### config.mk
export PLATFORM = sky130hd
export DESIGN_NAME = rpn_stack_evaluator
export DESIGN_NICKNAME = d
export VERILOG_FILES = /design/src/rtl/rpn_pkg.sv /design/src/rtl/rpn_cell.sv /design/src/rtl/rpn_div.sv /design/src/rtl/rpn_stack_evaluator.sv
export SDC_FILE = /design/constraint.sdc
export NUM_CORES = 2
export LEC_CHECK = 0
export ABC_AREA = 1
export BUFFER_PORTS_ARGS = -buffer_cell sky130_fd_sc_hd__buf_2
export CORE_MARGIN = 2
export CORE_UTILIZATION = 55
export CTS_CLUSTER_DIAMETER = 50
export CTS_CLUSTER_SIZE = 16
export DETAILED_ROUTE_END_ITERATION = 16
export PLACE_DENSITY = 0.74
export SLEW_MARGIN = 20
export SYNTH_ARGS = -nofsm -noshare
export SYNTH_HDL_FRONTEND = slang
export SYNTH_SLANG_ARGS = --single-unit
### constraint.sdc
create_clock -name clk -period 12.38 [get_ports clk]
set_input_delay 1.857 -clock clk [delete_from_list [all_inputs] [get_ports clk]]
set_output_delay 1.857 -clock clk [all_outputs]
set_load 0.05 [all_outputs]
### src/rtl/rpn_pkg.sv
`default_nettype none
package rpn_pkg;

  localparam int DATA_W = 32;
  localparam int STEP_W = $clog2(DATA_W);

  localparam logic [2:0] FN_PUSH = 3'd0;
  localparam logic [2:0] FN_ADD  = 3'd1;
  localparam logic [2:0] FN_SUB  = 3'd2;
  localparam logic [2:0] FN_MUL  = 3'd3;
  localparam logic [2:0] FN_DIV  = 3'd4;
  localparam logic [2:0] FN_END  = 3'd5;

  localparam logic [2:0] ST_ACCEPT   = 3'd0;
  localparam logic [2:0] ST_FINAL    = 3'd1;
  localparam logic [2:0] ST_DIVZERO  = 3'd2;
  localparam logic [2:0] ST_INVALID  = 3'd3;
  localparam logic [2:0] ST_OVERFLOW = 3'd4;

  // What one stack cell does in a cycle.
  typedef enum logic [1:0] {
    CELL_HOLD      = 2'd0,
    CELL_FROM_PREV = 2'd1,
    CELL_FROM_NEXT = 2'd2
  } cell_op_t;

  typedef logic [DATA_W-1:0] word_t;

endpackage
`default_nettype wire

### src/rtl/rpn_cell.sv
`default_nettype none
module rpn_cell
  import rpn_pkg::*;
(
  input  wire logic     clk,
  input  wire cell_op_t op,
  input  wire word_t    prev_data,
  input  wire word_t    next_data,
  output word_t         data
);

  always_ff @(posedge clk) begin
    unique case (op)
      CELL_FROM_PREV: data <= prev_data;
      CELL_FROM_NEXT: data <= next_data;
      default:        data <= data;
    endcase
  end

endmodule
`default_nettype wire

### src/rtl/rpn_div.sv
`default_nettype none
module rpn_div
  import rpn_pkg::*;
(
  input  wire logic  clk,
  input  wire logic  rst,
  input  wire logic  start,
  input  wire word_t dividend,
  input  wire word_t divisor,
  output logic       busy,
  output word_t      quotient
);

  logic [STEP_W-1:0] step;
  word_t             rem;
  word_t             quo;
  word_t             dvs;
  logic              neg;
  logic [DATA_W:0]   trial;
  logic [DATA_W:0]   diff;

  always_comb begin
    trial = {rem, quo[DATA_W-1]};
    diff  = trial - {1'b0, dvs};
  end

  always_ff @(posedge clk) begin
    if (rst) begin
      busy <= 1'b0;
      step <= '0;
    end else if (start) begin
      busy <= 1'b1;
      step <= '0;
    end else if (busy) begin
      step <= step + 1'b1;
      if (step == STEP_W'(DATA_W - 1)) begin
        busy <= 1'b0;
      end
    end
  end

  // Restoring division on magnitudes, one quotient bit per cycle.
  always_ff @(posedge clk) begin
    if (start) begin
      rem <= '0;
      quo <= dividend[DATA_W-1] ? (~dividend + 1'b1) : dividend;
      dvs <= divisor[DATA_W-1] ? (~divisor + 1'b1) : divisor;
      neg <= dividend[DATA_W-1] ^ divisor[DATA_W-1];
    end else if (busy) begin
      if (!diff[DATA_W]) begin
        rem <= diff[DATA_W-1:0];
        quo <= {quo[DATA_W-2:0], 1'b1};
      end else begin
        rem <= trial[DATA_W-1:0];
        quo <= {quo[DATA_W-2:0], 1'b0};
      end
    end
  end

  assign quotient = neg ? (~quo + 1'b1) : quo;

endmodule
`default_nettype wire

### src/rtl/rpn_stack_evaluator.sv
`default_nettype none
// Postfix evaluator on a stack of 32-bit integers held in a row of cells that
// shift as a whole: a push moves every entry one cell down, an operator moves
// them one cell up and drops its result into the top cell. Each item gives one
// result item. Push, add, subtract, multiply, end and error items finish on
// acceptance; a divide runs accept, 32 steps of the radix-2 divider and write
// back, so the divider sets the worst-case rate. An item is taken only when
// the output register is empty or being emptied in the same cycle.
module rpn_stack_evaluator
  import rpn_pkg::*;
#(
  parameter int STACK_DEPTH = 16
) (
  input  wire logic       clk,
  input  wire logic       rst,
  input  wire logic       in_valid,
  output logic            in_stall,
  input  wire logic [2:0] func,
  input  wire logic signed [DATA_W-1:0] number,
  output logic            out_valid,
  input  wire logic       out_stall,
  output logic [2:0]      status,
  output logic signed [DATA_W-1:0] result_value
);

  localparam int CNT_W = $clog2(STACK_DEPTH + 1);

  typedef enum logic [1:0] {
    S_IDLE = 2'b01,
    S_DIV  = 2'b10
  } state_t;

  state_t           state, state_next;
  logic [CNT_W-1:0] count, count_next;
  word_t            cell_q [STACK_DEPTH];
  cell_op_t         op_top, op_rest;
  word_t            top_din;
  word_t            lhs, rhs, res;
  word_t            div_q;
  logic             div_start, div_busy;
  logic             accept, out_free, ld_out;
  logic [2:0]       status_next;
  word_t            value_next;

  for (genvar i = 0; i < STACK_DEPTH; i++) begin : g_cell
    word_t prev_d, next_d;
    if (i == 0) begin : g_first
      assign prev_d = top_din;
    end else begin : g_mid
      assign prev_d = cell_q[i-1];
    end
    if (i == STACK_DEPTH - 1) begin : g_last
      assign next_d = '0;
    end else begin : g_inner
      assign next_d = cell_q[i+1];
    end
    rpn_cell u_cell (
      .clk       (clk),
      .op        ((i == 0) ? op_top : op_rest),
      .prev_data (prev_d),
      .next_data (next_d),
      .data      (cell_q[i])
    );
  end

  rpn_div u_div (
    .clk      (clk),
    .rst      (rst),
    .start    (div_start),
    .dividend (lhs),
    .divisor  (rhs),
    .busy     (div_busy),
    .quotient (div_q)
  );

  assign out_free = !out_valid || !out_stall;
  assign in_stall = (state != S_IDLE) || !out_free;
  assign accept   = in_valid && !in_stall;

  // Missing operands on a short stack read as zero.
  assign rhs = (count != '0) ? cell_q[0] : '0;
  assign lhs = (count >= CNT_W'(2)) ? cell_q[1] : '0;

  always_comb begin
    state_next  = state;
    count_next  = count;
    op_top      = CELL_HOLD;
    op_rest     = CELL_HOLD;
    top_din     = number;
    div_start   = 1'b0;
    ld_out      = 1'b0;
    status_next = ST_ACCEPT;
    value_next  = '0;
    res         = '0;
    if (accept) begin
      ld_out = 1'b1;
      unique case (func)
        FN_PUSH: begin
          if (count >= CNT_W'(STACK_DEPTH)) begin
            count_next  = '0;
            status_next = ST_OVERFLOW;
          end else begin
            op_top     = CELL_FROM_PREV;
            op_rest    = CELL_FROM_PREV;
            count_next = count + 1'b1;
            value_next = number;
          end
        end
        FN_ADD, FN_SUB, FN_MUL: begin
          unique case (func)
            FN_ADD:  res = lhs + rhs;
            FN_SUB:  res = lhs - rhs;
            default: res = DATA_W'(lhs * rhs);
          endcase
          top_din    = res;
          op_top     = CELL_FROM_PREV;
          op_rest    = CELL_FROM_NEXT;
          count_next = (count >= CNT_W'(2)) ? count - 1'b1 : CNT_W'(1);
          value_next = res;
        end
        FN_DIV: begin
          if (rhs == '0) begin
            count_next  = '0;
            status_next = ST_DIVZERO;
          end else begin
            ld_out     = 1'b0;
            div_start  = 1'b1;
            state_next = S_DIV;
          end
        end
        FN_END: begin
          status_next = (count <= CNT_W'(1)) ? ST_FINAL : ST_INVALID;
          value_next  = (count == CNT_W'(1)) ? cell_q[0] : '0;
          count_next  = '0;
        end
        default: begin
          count_next  = '0;
          status_next = ST_INVALID;
        end
      endcase
    end else if (state == S_DIV && !div_busy && out_free) begin
      ld_out     = 1'b1;
      top_din    = div_q;
      op_top     = CELL_FROM_PREV;
      op_rest    = CELL_FROM_NEXT;
      count_next = (count >= CNT_W'(2)) ? count - 1'b1 : CNT_W'(1);
      value_next = div_q;
      state_next = S_IDLE;
    end
  end

  always_ff @(posedge clk) begin
    if (rst) begin
      state     <= S_IDLE;
      count     <= '0;
      out_valid <= 1'b0;
    end else begin
      state <= state_next;
      count <= count_next;
      if (ld_out) begin
        out_valid <= 1'b1;
      end else if (!out_stall) begin
        out_valid <= 1'b0;
      end
    end
  end

  always_ff @(posedge clk) begin
    if (ld_out) begin
      status       <= status_next;
      result_value <= value_next;
    end
  end

endmodule
`default_nettype wire
* After elaboration in Yosys (flattened, before gate mapping) *
Cells that the tools add are included.
Widths: inputs -> output; s select.

operators by class
  add/subtract/negate cells = 9
  muxes and demuxes = 67
  equality and inequality tests = 17
  multipliers = 1
  $lt $le $gt $ge = 3
  bitwise logic cells = 4
  reduce and logical (&&, ||, !) cells = 21

operator list
  operator               count
  $pmux 32 s2            17
  $mux 32                14
  $add 32x1->32 const B  3
  $not 32->32            3
  $pmux 32 s3            1
  $sub 33x32->33         1
  $add 32x32->32         1
  $logic_not 32->1       1
  $mul 32x32->32         1
  $sub 32x32->32         1
  $mux 31                1
  $mux 5                 5
  $mux 2                 9
  $mux 1                 15
  $pmux 5 s3             1
  $pmux 3 s4             1
  $add 5x1->5 const B    2
  $reduce_bool 2->1      4
  $eq 2x2->1 const B     3
  $eq 3x2->1 const B     2
  $eq 3x3->1 const B     2
  $ne 2x1->1 const B     3
  $eq 5x1->1 const B     1
  $eq 5x5->1 const B     1
  21 further kinds       29

word-level totals
  input bits = 39
  register bits = 658
  logic and storage cells = 150

* Depth between registers and ports, before layout *
  depth in word-level cells = 9
  gate-level depth with buffers = 48

* Hierarchy *
From an unflattened synthesis, not the netlist that was laid out.

unflattened totals
  cell total of the unflattened synthesis = 6660
  area total of the unflattened synthesis = 54594.9 µm²

modules (own cells, without submodules)
  module               cells an instance  seq. area each (µm²)  instances  area an instance (µm²)
  rpn_cell             139                960.9                 16         1472.7
  rpn_stack_evaluator  2963               1211.2                1          21808.4
  rpn_div              1473               2712.6                1          9223.8

* Least setup slack after synthesis *
No wires, ideal clock.

  path type = input port to flip-flop
  from = input func[2]
  to = register g_cell[10].u_cell.data[0] (enable)
  cell stages on the path = 11
  slack = -1117 ps
  data required time = 11551 ps
  data arrival time = 12668 ps
  cells stage by stage = clkbuf_1 inv_1 nand2_1 inv_1 nor2_1 inv_1 nand2_1 clkbuf_1 inv_1 ha_1 inv_1

on the way
  word-level cells in the longest chain between the ends = 6

RTL lines
  what                                      RTL line                   RTL
  start: declaration                        rpn_stack_evaluator.sv:18  input wire logic [2:0] func,
  $eq 3x2->1 or $eq 3x1->1 (tied branches)  rpn_stack_evaluator.sv:97  unique case (func)
  $reduce_or 3->1                           rpn_stack_evaluator.sv:97
  $pmux 2 s2 (*)                            rpn_stack_evaluator.sv:97
  $mux 2 (*)                                rpn_stack_evaluator.sv:95  if (accept) begin
  $eq 2x1->1 or $eq 2x2->1 (tied branches)  rpn_cell.sv:13             unique case (op)
  $reduce_bool 2->1 (no source line) (*)    n/a
  end signal: assignment                    rpn_cell.sv:14             CELL_FROM_PREV: data <= prev_data;
  end signal: assignment                    rpn_cell.sv:15             CELL_FROM_NEXT: data <= next_data;
  end signal: assignment                    rpn_cell.sv:16             default: data <= data;
  end: declaration                          rpn_cell.sv:9              output word_t data

Mark *: on every way between the ends. The rest lies on a longest branch, timed or not.
A chain may end at the register's enable or synchronous reset.

* Final worst setup path *
  from = register count[2]
  to = register result_value[30], data pin

on the way
  word-level cells in the longest chain between the ends = 6

RTL lines
  what                                             RTL line                                              RTL
  start: declaration                               rpn_stack_evaluator.sv:34                             logic [CNT_W-1:0] count, count_next;
  start signal: assignment                         rpn_stack_evaluator.sv:159                            count <= count_next;
  $ge 5x2->1 or $reduce_bool 5->1 (tied branches)  rpn_stack_evaluator.sv:82, rpn_stack_evaluator.sv:81
  $mux 32, on equally long branches                rpn_stack_evaluator.sv:82, rpn_stack_evaluator.sv:81
  $mul 32x32->32, or another cell as far along     rpn_stack_evaluator.sv:113                            default: res = DATA_W'(lhs * rhs);
  $pmux 32 s2                                      rpn_stack_evaluator.sv:110                            unique case (func)
  $pmux 32 s3 (*)                                  rpn_stack_evaluator.sv:97
  $mux 32 (*)                                      rpn_stack_evaluator.sv:95
  via value_next[30]                               rpn_stack_evaluator.sv:43                             word_t value_next;
  end signal: assignment                           rpn_stack_evaluator.sv:171                            result_value <= value_next;
  end: declaration                                 rpn_stack_evaluator.sv:23                             output logic signed [DATA_W-1:0] result_value

Mark *: on every way through the listed nets, which the timed path passes. The rest lies on a longest branch.

==> summary.md <==
| Metric | Value |
|---|---|
| Worst Reg-to-Reg Cells | 35 |
| Total die area | 92,840 um^2 |
| Chip Height | 304.7 um |
| Most frequent cells in the layout | nand2_1, inv_1, nor2_1 |
| Met1 WL | 63,870 um |
| Prevailing post-synth register cell | edfxtp_1 |
| Largest net degree at the start of global routing | ~300 |
| Post-cts hold buffer count | 0 |
| Mapped Nets | between 6,000 and 7,000 |
| Synthesis Warnings | 0 |
| Syn avg cell area | 8.670 um^2 |
| RSZ-0062 raised after global routing | no |
| Final hold viol count | 0 |
| Fill count | 7,885 |
| Via density | 5.876 |
| Crit path kind | reg2reg |
| Final Non-Filler Cells | 6,975 |
| Final Max Tran Viols | 0 |
| Worst Path Max Fanout | 25 |
| LEAKAGE | 23.93 nW |
| Slew margin rel. | around an eighth |
| Worst-skew pair later-pin latency | 0.70 ns |
| Critical path arrival | 10.62 ns |
| 1st-iter DRT viols | between 5,000 and 6,000 |
| Synth area leader | edfxtp_1 |
| Worst-path clk slew | 0.06 ns |
| FF+latch count, synth | 658 |
| Post-synth EDFFs | 612 |
| Post-route ant nets | 0 |
| Crit path largest cell delay | 0.88 ns |
| Critical-path top delay cell | inv_1 |
| Critical Path Source Type | flip-flop |
| Tcrit/Tclk final | about 82% |
| Die Width | a little over 300 um |
| CTS max path bufs | 3 |
| Core box area | roughly 90,000 um^2 |
| DR DRC count | 0 |
| Clock Skews | roughly 0.044 ns |
| Post-CTS setup buffer count | 0 |
| Endpoints failing setup | 0 |
| DR WL/cell | 23.58 um |
| WL met2 | 66,810 um |
| Syn Inst Count | 5,736 |
| # clock sinks | 658 |
| Initial antenna violation count | 9 |
| Yosys top cell area share | 36.95% |
| DP HPWL | 122,600 um |
| Clock Tree Root | clkbuf_16 |
| I/O pins | 76 |
| Synth cell types | 57 |
| Fin util | 60.15% |
| Max Used Layer | met5 |
| CTS resizes | 0 |
| CTS buffer count | 77 |
| Overall Global Routing Usage | 35.47% |
| Area Overhead vs Synth | 8.708% |
| Share of layout cells above drive strength 1 | 6.472% |
| Tightest Pin Transition | 1.307 ns |
| Hold path depth | 2 |
| Starting density of the core | 55.33% |
| FMAX | 99.10 MHz |
| CP endpoint kind | flip-flop |
| Cell Area, Synth | 49,730 um^2 |
| Type of the worst min-delay path | reg2reg |
| NumNets Final | between 6,000 and 7,000 |
| H-tree levels | 3 |
| Vias in the first global route | 39,610 |
| Total Power | between 15 and 20 mW |
| Pwr/cell area | 314.7 nW/um^2 |
| Ys async rst share | 0% |
| Final WL | 164,500 um |
| R2r setup slk | 2.29 ns |
| Global-route wire length before repair | approximately 240,000 um |
| GPL Wtd Cong | 1.087 |
| CTS tree | yes |
| Max Cap Viol | 0 |
| Synth top area cells | edfxtp_1, fa_1, nand2_1 |
| Routed vias | 40,990 |
| Most common cell after layout, fill and taps aside | nand2_1 |
| Sequential share of the synthesized area | between 30% and 40% |
| Min Tclk post-route | 10.09 ns |
| Setup_tns | 0 ns |
| Row count | 110 |
| IO Port Bufs | 75 |
| Placed cells | 6,826 |
| Peak VDD IR | 448.5 uV |
| GRT overflow | 0 |
| Status | completed |
| First-pass DRT Iterations | 8 |
| WP data required | 12.91 ns |
| Metal3 WL | 21,580 um |
| Crit path top cell by count | fa_1 |
## through the flow
stage / hold WS [ns] / instance area, um^2 / setup WS [ns]
6_report: 0.4699 / 54060 / 2.289
3_3_place_gp: 0.4529 / 51320 / 2.701
2_1_floorplan: 0.4393 / 49730 / 1.360
4_1_cts: 0.4736 / 54000 / 2.672
3_5_place_dp: 0.4644 / 51320 / 2.680
5_1_grt: 0.5004 / 54050 / 1.953
## power breakdown
part / total [mW] / switching [mW] / internal, mW
sequential: 3.14 / 0.197 / 2.95
clock: 2.39 / 1.05 / 1.34
combinational: 11.5 / 7.53 / 3.95
total: 17.0 / 8.77 / 8.24
## sequential cells by signal, summed over array words and instances, names as in the netlist
register and flops:
u_div.rem 32, u_div.quo 32, u_div.busy 1, out_valid 1
state 2, status 3, g_cell.u_cell.data 512, u_div.neg 1
u_div.dvs 32, u_div.step 5, count 5, result_value 32
## final cells by class
cell class                 instances  area (um^2)  share of cell area [%]
multi-input combinational       3888        25960                   48.01
sequential                       658        19300                   35.70
inverter                         945         3551                   6.568
clock buffer                      88         1999                   3.698
tap                             1176         1471                   2.722
timing repair buffer             161         1091                   2.018
clock inverter                    54        680.7                   1.259
antenna                            5        12.51                 0.02314
## cells by family (layout without fill, tap and decap cells)
group,after synthesis,after routing,synth area share [%]
flops,658,658,38.81
mux,33,33,0.7473
xor+xnor,100,100,1.761
fa+ha+maj,606,606,21.44
simple gates,2149,2149,17.34
other cells,0,5,0
buf+inv,1190,1248,9.093
compound gates,1000,1000,10.82
## cell usage after synthesis, types with 14 or more instances
cell and n:
a21oi_1 369, a31oi_1 15, buf_1 19, clkbuf_1 207, clkinv_1 14, dfxtp_1 46
edfxtp_1 612, fa_1 410, ha_1 196, inv_1 924, mux2_2 33, nand2_1 1126
nand3_1 148, nand4_1 28, nor2_1 751, nor3_1 33, nor4_1 14, o211ai_1 35
o21ai_0 464, o21ai_1 20, o21bai_1 20, xnor2_1 31, xor2_1 69
## worst max-delay path: cells and delay by family, from the launching register on
| family | cells | cell delay, ns |
|---|---|---|
| AO/OA/AOI/OAI | 5 | 0.87 |
| adder cells (fa/ha/maj) | 9 | 4.17 |
| buffers and inverters | 6 | 1.19 |
| flip-flops | 1 | 0.48 |
| AND/OR/NAND/NOR | 15 | 3.17 |
## path summary, 6_finish.rpt
kind	from	to
max	count[2]	result_value[30]
min	u_div.step[4]	u_div.step[4]
max reg2reg	count[2]	result_value[30]
min reg2reg	u_div.step[4]	u_div.step[4]
## metal layers
metal,track usage [%],up-vias
li1,-,18470
met1,46.93,19510
met2,50.09,2395
met3,12.21,601
met4,21.95,10
met5,0,-
(Power assumes the default switching activity.)
